### src/rtl/core/prs_pkg.sv
// ----------------------------------------------------------------------------
// prs_pkg
// Shared types and codes for the padded record segmenter: operation codes,
// register indexes, the per-item plan and the status groups.
// ----------------------------------------------------------------------------
package prs_pkg;

   // operation codes carried on the request tuser
   localparam logic OP_DATA   = 1'b0;
   localparam logic OP_FINISH = 1'b1;

   // configuration register indexes
   localparam int  CSR_ADDR_W         = 1;
   localparam logic [CSR_ADDR_W-1:0] CSR_RECORD_KIND    = 1'b0;
   localparam logic [CSR_ADDR_W-1:0] CSR_MESSAGE_LENGTH = 1'b1;
   localparam int  CSR_DATA_W         = 16;

   // work planned for one accepted item
   typedef struct packed {
      logic       hdr;        // record header goes out first
      logic [7:0] index;      // record index for the header
      logic [7:0] body_val;   // data byte or pad value
      logic [7:0] body_cnt;   // number of body bytes (1..PAYLOAD_BYTES)
      logic       end_flag;   // last body byte closes the record
   } plan_type;

   // planner state summary
   typedef struct packed {
      logic pos_zero;
      logic rec_zero;
   } track_type;

   // emitter handshake summary
   typedef struct packed {
      logic busy;
      logic emit;
      logic emit_last;
   } emit_status_type;

endpackage

### src/rtl/core/prs_planner.sv
// ----------------------------------------------------------------------------
// prs_planner
// Tracks payload position and record number, and turns each accepted item
// into a plan: header or not, body value, body byte count and record end.
// ----------------------------------------------------------------------------
module prs_planner #(
   parameter int PAYLOAD_BYTES = 17
) (
   input  logic               clock,
   input  logic               reset,
   input  logic               req_fire,
   input  logic               operation,
   input  logic [7:0]         data_byte,
   output prs_pkg::plan_type  plan,
   output prs_pkg::track_type track
);
   import prs_pkg::*;

   localparam int POS_W = (PAYLOAD_BYTES > 1) ? $clog2(PAYLOAD_BYTES) : 1;

   logic [POS_W-1:0] pos_ff, pos_in;
   logic [7:0]       rec_ff, rec_in;
   logic [15:0]      pos_inc;
   logic [15:0]      pad_wide;
   logic             data_end;

   // decode the item against the current position
   always_comb begin
      pos_inc  = 16'(pos_ff) + 16'd1;
      pad_wide = 16'(PAYLOAD_BYTES) - 16'(pos_ff);
      data_end = (pos_inc >= 16'(PAYLOAD_BYTES));

      plan.hdr   = (pos_ff == '0);
      plan.index = rec_ff;
      if (operation == OP_DATA) begin
         plan.body_val = data_byte;
         plan.body_cnt = 8'd1;
         plan.end_flag = data_end;
      end else begin
         plan.body_val = pad_wide[7:0];
         plan.body_cnt = pad_wide[7:0];
         plan.end_flag = 1'b1;
      end
   end

   // advance position and record number on data, clear both on finish
   always_comb begin
      pos_in = pos_ff;
      rec_in = rec_ff;
      if (req_fire) begin
         if (operation == OP_DATA) begin
            if (data_end) begin
               pos_in = '0;
               rec_in = rec_ff + 8'd1;
            end else begin
               pos_in = pos_inc[POS_W-1:0];
            end
         end else begin
            pos_in = '0;
            rec_in = '0;
         end
      end
   end

   always_ff @(posedge clock) begin
      if (reset) begin
         pos_ff <= '0;
         rec_ff <= '0;
      end else begin
         pos_ff <= pos_in;
         rec_ff <= rec_in;
      end
   end

   assign track.pos_zero = (pos_ff == '0);
   assign track.rec_zero = (rec_ff == '0);

endmodule

### src/rtl/core/prs_emitter.sv
// ----------------------------------------------------------------------------
// prs_emitter
// Holds one planned item, sending header and body bytes one per cycle unless
// stalled, into the result register; takes next plan as the last byte leaves.
// ----------------------------------------------------------------------------
module prs_emitter (
   input  logic                     clock,
   input  logic                     reset,
   input  logic                     load,
   input  prs_pkg::plan_type        plan,
   input  logic [7:0]               record_kind,
   input  logic [7:0]               count_byte,
   output logic                     take,
   output prs_pkg::emit_status_type status,
   output logic                     rsp_tvalid,
   input  logic                     rsp_tready,
   output logic [7:0]               rsp_tdata,
   output logic                     rsp_tlast,
   output logic                     rsp_tuser
);
   import prs_pkg::*;

   // header byte selectors, counted down
   localparam logic [1:0] HDR_KIND  = 2'd3;
   localparam logic [1:0] HDR_COUNT = 2'd2;
   localparam logic [1:0] HDR_INDEX = 2'd1;
   localparam logic [1:0] HDR_DONE  = 2'd0;

   logic       busy_ff, busy_in;
   logic [1:0] hdr_left_ff, hdr_left_in;
   logic [7:0] body_left_ff, body_left_in;
   logic [7:0] body_val_ff, body_val_in;
   logic [7:0] index_ff, index_in;
   logic       end_ff, end_in;

   logic       out_valid_ff, out_valid_in;
   logic [7:0] out_byte_ff, out_byte_in;
   logic       out_end_ff, out_end_in;
   logic       out_last_ff, out_last_in;

   logic       emit;
   logic       at_last;
   logic [7:0] cur_byte;

   // send when holding an item and the result register is free
   assign emit    = busy_ff && (!out_valid_ff || rsp_tready);
   assign at_last = (hdr_left_ff == HDR_DONE) && (body_left_ff == 8'd1);
   assign take    = !busy_ff || (emit && at_last);

   // pick the byte to send
   always_comb begin
      case (hdr_left_ff)
         HDR_KIND:  cur_byte = record_kind;
         HDR_COUNT: cur_byte = count_byte;
         HDR_INDEX: cur_byte = index_ff;
         default:   cur_byte = body_val_ff;
      endcase
   end

   // load a plan or count down the held one
   always_comb begin
      busy_in      = busy_ff;
      hdr_left_in  = hdr_left_ff;
      body_left_in = body_left_ff;
      body_val_in  = body_val_ff;
      index_in     = index_ff;
      end_in       = end_ff;
      if (load) begin
         busy_in      = 1'b1;
         hdr_left_in  = plan.hdr ? HDR_KIND : HDR_DONE;
         body_left_in = plan.body_cnt;
         body_val_in  = plan.body_val;
         index_in     = plan.index;
         end_in       = plan.end_flag;
      end else if (emit) begin
         if (at_last) begin
            busy_in = 1'b0;
         end else if (hdr_left_ff != HDR_DONE) begin
            hdr_left_in = hdr_left_ff - 2'd1;
         end else begin
            body_left_in = body_left_ff - 8'd1;
         end
      end
   end

   // fill or drain the result register
   always_comb begin
      out_valid_in = out_valid_ff;
      out_byte_in  = out_byte_ff;
      out_end_in   = out_end_ff;
      out_last_in  = out_last_ff;
      if (emit) begin
         out_valid_in = 1'b1;
         out_byte_in  = cur_byte;
         out_end_in   = at_last && end_ff;
         out_last_in  = at_last;
      end else if (rsp_tready) begin
         out_valid_in = 1'b0;
      end
   end

   always_ff @(posedge clock) begin
      if (reset) begin
         busy_ff      <= 1'b0;
         out_valid_ff <= 1'b0;
      end else begin
         busy_ff      <= busy_in;
         out_valid_ff <= out_valid_in;
      end
   end

   always_ff @(posedge clock) begin
      hdr_left_ff  <= hdr_left_in;
      body_left_ff <= body_left_in;
      body_val_ff  <= body_val_in;
      index_ff     <= index_in;
      end_ff       <= end_in;
      out_byte_ff  <= out_byte_in;
      out_end_ff   <= out_end_in;
      out_last_ff  <= out_last_in;
   end

   assign status.busy      = busy_ff;
   assign status.emit      = emit;
   assign status.emit_last = emit && at_last;

   assign rsp_tvalid = out_valid_ff;
   assign rsp_tdata  = out_byte_ff;
   assign rsp_tuser  = out_end_ff;
   assign rsp_tlast  = out_last_ff;

endmodule

### src/rtl/core/padded_record_segmenter.sv
// Path: a request transfer loads the item into the emitter registers, and the
// emitter then sends its first byte into the result register behind rsp_tdata.
// Throughput: one result byte per cycle from the result register while
// rsp_tready allows; an item holds the emitter until its result bytes (1 or 4
// for data, up to PAYLOAD_BYTES + 3 for finish) are sent; the next item is
// taken in the cycle its predecessor's last byte enters the result register.
// Reset: synchronous; resets position, record number, config, busy and valids.
// ----------------------------------------------------------------------------
// padded_record_segmenter
// Cuts a byte message into records of a three-byte header and PAYLOAD_BYTES
// payload bytes, closing each message with PKCS#7-style padding.
// ----------------------------------------------------------------------------
module padded_record_segmenter #(
   parameter int PAYLOAD_BYTES = 17
) (
   input  logic                                 clock,
   input  logic                                 reset,
   // configuration write port
   input  logic                                 csr_we,
   input  logic [prs_pkg::CSR_ADDR_W-1:0]       csr_addr,
   input  logic [prs_pkg::CSR_DATA_W-1:0]       csr_wdata,
   // request stream
   input  logic                                 req_tvalid,
   output logic                                 req_tready,
   input  logic [7:0]                           req_tdata,  // [7:0] data_byte
   input  logic                                 req_tuser,  // [0] operation
   // result stream
   output logic                                 rsp_tvalid,
   input  logic                                 rsp_tready,
   output logic [7:0]                           rsp_tdata,  // [7:0] out_byte
   output logic                                 rsp_tlast,  // run_last
   output logic                                 rsp_tuser   // [0] record_end
);
   import prs_pkg::*;

   // count = length / PAYLOAD_BYTES + 1 via reciprocal multiply, 16-bit exact
   localparam int       SHIFT = 16 + $clog2(PAYLOAD_BYTES);
   localparam longint   RECIP = ((64'd1 << SHIFT) + PAYLOAD_BYTES - 1) / PAYLOAD_BYTES;
   localparam int       PROD_W = 41;

   logic [7:0]        kind_ff, kind_in;
   logic [7:0]        count_ff, count_in;
   logic [PROD_W-1:0] len_prod;
   logic [PROD_W-1:0] len_quot;

   logic              req_fire;
   plan_type          plan;
   track_type         track;
   emit_status_type   emit_st;

   // decode configuration writes; the count byte is formed at write time
   always_comb begin
      len_prod = PROD_W'(csr_wdata) * PROD_W'(RECIP);
      len_quot = len_prod >> SHIFT;
      kind_in  = kind_ff;
      count_in = count_ff;
      if (csr_we) begin
         unique case (csr_addr)
            CSR_RECORD_KIND:    kind_in  = csr_wdata[7:0];
            CSR_MESSAGE_LENGTH: count_in = len_quot[7:0] + 8'd1;
            default:            kind_in  = kind_ff;
         endcase
      end
   end

   always_ff @(posedge clock) begin
      if (reset) begin
         kind_ff  <= 8'd0;
         count_ff <= 8'd1;
      end else begin
         kind_ff  <= kind_in;
         count_ff <= count_in;
      end
   end

   assign req_fire = req_tvalid && req_tready;

   prs_planner #(
      .PAYLOAD_BYTES(PAYLOAD_BYTES)
   ) u_planner (
      .clock     (clock),
      .reset     (reset),
      .req_fire  (req_fire),
      .operation (req_tuser),
      .data_byte (req_tdata),
      .plan      (plan),
      .track     (track)
   );

   prs_emitter u_emitter (
      .clock        (clock),
      .reset        (reset),
      .load         (req_fire),
      .plan         (plan),
      .record_kind  (kind_ff),
      .count_byte   (count_ff),
      .take         (req_tready),
      .status       (emit_st),
      .rsp_tvalid   (rsp_tvalid),
      .rsp_tready   (rsp_tready),
      .rsp_tdata    (rsp_tdata),
      .rsp_tlast    (rsp_tlast),
      .rsp_tuser    (rsp_tuser)
   );

`ifndef SYNTHESIS
   // a busy emitter only takes a new item as its last byte leaves
   a_take_on_last: assert property (@(posedge clock) disable iff (reset)
      (req_fire && emit_st.busy) |-> emit_st.emit_last)
      else $error("item taken while emitter still has bytes");

   // finish returns the message state to its start
   a_finish_clears: assert property (@(posedge clock) disable iff (reset)
      (req_fire && req_tuser == OP_FINISH) |=> (track.pos_zero && track.rec_zero))
      else $error("state not cleared after finish");

   // a record end is always the last byte of its item
   a_end_is_last: assert property (@(posedge clock) disable iff (reset)
      (rsp_tvalid && rsp_tuser) |-> rsp_tlast)
      else $error("record end before last byte of item");

   // every byte the emitter sends fills the result register
   a_emit_busy: assert property (@(posedge clock) disable iff (reset)
      emit_st.emit |=> rsp_tvalid)
      else $error("byte sent but result register empty");
`endif

endmodule
### config.mk
export PLATFORM = sky130hd
export DESIGN_NAME = padded_record_segmenter
export DESIGN_NICKNAME = d
export VERILOG_FILES = /design/src/rtl/core/prs_pkg.sv /design/src/rtl/core/prs_planner.sv /design/src/rtl/core/prs_emitter.sv /design/src/rtl/core/padded_record_segmenter.sv
export SDC_FILE = /design/constraint.sdc
export NUM_CORES = 1
export LEC_CHECK = 0
export ABC_AREA = 1
export ABC_CLOCK_PERIOD_IN_PS = 7300
export BUFFER_PORTS_ARGS = -buffer_cell sky130_fd_sc_hd__buf_2
export CORE_UTILIZATION = 24
export CTS_BUF_LIST = sky130_fd_sc_hd__clkbuf_16
export CTS_CLUSTER_SIZE = 8
export DETAILED_ROUTE_END_ITERATION = 16
export PLACE_DENSITY_LB_ADDON = 0.05
export SYNTH_ARGS = -nofsm -noshare
export SYNTH_HDL_FRONTEND = slang
export SYNTH_SLANG_ARGS = --single-unit
### constraint.sdc
create_clock -name clock -period 7.3 [get_ports clock]
set_input_delay 1.095 -clock clock [delete_from_list [all_inputs] [get_ports clock]]
set_output_delay 1.095 -clock clock [all_outputs]
set_load 0.01 [all_outputs]
==> summary.txt <==
Run status
  • Status: complete, no violations

Drt
  • Final ANT Viol Nets: 0
  • WL/cell: 15.7 microns
  • Drt pass-1 iters: 6
  • Via total after detailed routing: 5,610
  • Total Wirelength: 21,200 microns
  • Starting DRT DRC Count: 255
  • Drt drc: 0
  • Vias per inst: 4.16

Cells and area
  • Multi-input logic area: 4810 sq um
  • Finished Cell Area: 8330 sq um
  • Area added between synthesis and finish: 12.9%
  • FILL cells: 3,330
  • Layout cells sized above 1: 7.41%
  • Most common cell after layout, fill and taps aside: nand2_1
  • N_diodes: 0
  • Most frequent cells in the layout: nand2_1 (208), inv_1 (204), ha_1 (110)
  • Post-route insts no fill: 1,348
  • Storage element area: 1730 sq um
  • Nets@finish: 1,163

Critical path
  • Critical path launch point type: primary input
  • R2r setup slk: 4.46 ns
  • Worst path top cell family by delay: adder cells
  • Crit Path Max Fanout: 4
  • Arrival time worst endpoint: 6.54 ns
  • Slowest CP cell: fa_1
  • Most used cell, CP: nand2_1
  • Crit path capture type: flip-flop
  • WP buf/inv: 8
  • Crit path required time: 7.53 ns
  • Critical setup path kind: primary input to flip-flop
  • Max incr delay on CP: 0.56 ns

Timing
  • Measured slew at the worst slew-check pin: 1.18 ns
  • Setup TNS: 0 ns
  • Min cycle time layout: 6.31 ns
  • Slew margin rel.: 20.8%
  • Final worst-path cycle share: 86.4%
  • Final Slew Violations: 0
  • Final setup vio count: 0
  • Unrepaired setup endpoints after global routing: false
  • Fin worst setup slack: 0.992 ns
  • Worst clock skew: 0.00850 ns
  • Achievable clock frequency: 159 MHz
  • Count of final hold-check violations: 0
  • Final hold slack: 0.490 ns

Power and ir drop
  • Clock share of power: 10.7%
  • Sw frac: 55.2%
  • Register share of total power: 12.4%
  • Combinational share of power: 76.9%
  • P_leak: 4.27 nW
  • PwrDens: 473 nW/um^2
  • Worst VDD drop: 0.000162 V
  • Sw Pwr: 2.17 mW
  • Internal power: 1.76 mW

Floorplanning
  • Core Rows: 63
  • Chip width: 177 microns
  • IO Pins: 43
  • Initial Utilization: 24.6%
  • DIE AREA: 31,400 sq um
  • Die Y: 177 microns
  • Core footprint: 30,000 sq um

Global route
  • Initial antenna violation count: 0
  • First-pass GRT wire length: 34,300 microns
  • Tot GR Track Use: 14.6%
  • Total gr overflow: 0
  • Largest net degree at the start of global routing: 32
  • Vias in the first global route: 5,918

Synth
  • Synth cell types: 36
  • Mapped Nets: 1,121
  • Flops & latches, synth: 68
  • Sequential area share after synthesis: 23.5%
  • Mapped Area: 7380 sq um
  • Synth Instances: 911
  • Yosys warning count: 0
  • Syn_area_per_cell: 8.10 sq um

Clock tree
  • Clock tree buffer depth: 2
  • H-Tree Depth: 3
  • CTS tree: yes
  • Setup Fix Bufs, Post-CTS: 0
  • Inserted Clock Buffers: 9
  • Clk slew on worst S/H paths: 0.06 ns
  • Hold-fix buffers, CTS: 0
  • TritonCTS Sinks: 68
  • Root Buffer: clkbuf_16
  • Post-CTS sizing: 0
  • Clock insertion delay at the later pin of the skew report: 0.33 ns

Worst hold path
  • Tightest Hold Check Type: flip-flop to flip-flop

Placement
  • IO Port Bufs: 42
  • Placed Area: 8040 sq um
  • Routability cong.: 0.778
  • Post-detail-place hpwl: 18,100 microns
  • Post-place setup slack: 0.638 ns
  • Placed instance count: 1,332

Flow run
  • Maxcap violations: 0
## sequential cells by signal, summed over array words and instances, names as in the netlist, 2 cells and up
signal,flops
kind_ff,8
u_emitter.body_val_ff,8
count_ff,8
u_emitter.rsp_tdata,8
u_planner.rec_ff,8
u_planner.pos_ff,5
u_emitter.body_left_ff,8
u_emitter.hdr_left_ff,2
u_emitter.index_ff,8
## power groups by stage
stage | logic (mW) | clock network, mW | registers (mW)
after CTS | 3.11 | 0.436 | 0.489
final | 3.03 | 0.423 | 0.488
after global placement | 3.13 | 0 | 0.498
after detailed placement | 3.09 | 0 | 0.497
after floorplan | 2.22 | 0 | 0.488
after global routing | 3.60 | 0.451 | 0.493
## layout make-up
class	instances	area share, %
Clock inverter	6	0.436
Multi-Input combinational cell	623	57.7
Tap cell	390	5.86
Timing Repair Buffer	44	2.71
Clock buffer	10	3.01
Inverter	207	9.45
Sequential cell	68	20.8
## cell families (layout without fill, tap and decap cells)
group	count (synthesis)	count (layout)	synth area share, %
AOI/OAI and AO/OA	83	83	6.28
xor gates and xnor gates	18	18	2.14
adders and majority gates	179	179	37.4
buffers and inverters	220	267	11.4
DFF	68	68	23.5
and+or+nand+nor	343	343	19.4
## Yosys cell counts (all sizes together)
master,number,share of area (%)
a211oi,2,0.20
a21oi,37,2.5
a31oi,8,0.68
buf,3,0.17
clkbuf,10,0.53
clkinv,2,0.17
dfxtp,31,8.4
edfxtp,37,15
fa,69,19
ha,110,19
inv,205,10
nand2,211,11
nand3,32,2.3
nand3b,1,0.10
nand4,9,0.76
nor2,81,4.3
nor3,7,0.54
nor3b,1,0.10
nor4,1,0.29
o211a,2,0.27
o21ai,31,2.3
o21bai,1,0.15
o31ai,2,0.20
xnor2,10,1.2
xor2,8,0.95
## per-layer routing
layer	global-route usage, %	share of wire [%]	wire [microns]
met1	23.3	56	11900
met2	20.8	41	8740
met3	2.06	2.0	428
met4	1.60	0.32	67
met5	0	0	0
## through the flow
step	utilization [%]	power (mW)
after floorplan	-	2.71
after global placement	26.8	3.63
after detailed placement	26.8	3.59
after CTS	27.8	4.04
after global routing	27.8	4.55
final	27.8	3.94
## worst min-delay path: cells and delay by family (launching register included)
family	cells	cell delay (ns)
and+or+nand+nor	2	0.13
DFF	1	0.33
## path summary, 6_finish.rpt
path | startpoint | endpoint | cells past startpoint
hold / removal | count_ff[1]$_SDFFE_PP0P_ | count_ff[1]$_SDFFE_PP0P_ | 2
hold reg to reg | count_ff[1]$_SDFFE_PP0P_ | count_ff[1]$_SDFFE_PP0P_ | 2
setup / recovery | csr_wdata[3] | count_ff[6]$_SDFFE_PP0P_ | 29
setup reg to reg | u_emitter.hdr_left_ff[0]$_DFFE_PP_ | u_planner.rec_ff[4]$_SDFFE_PP0P_ | 15
Note: power is estimated with default switching activity, not from simulation.
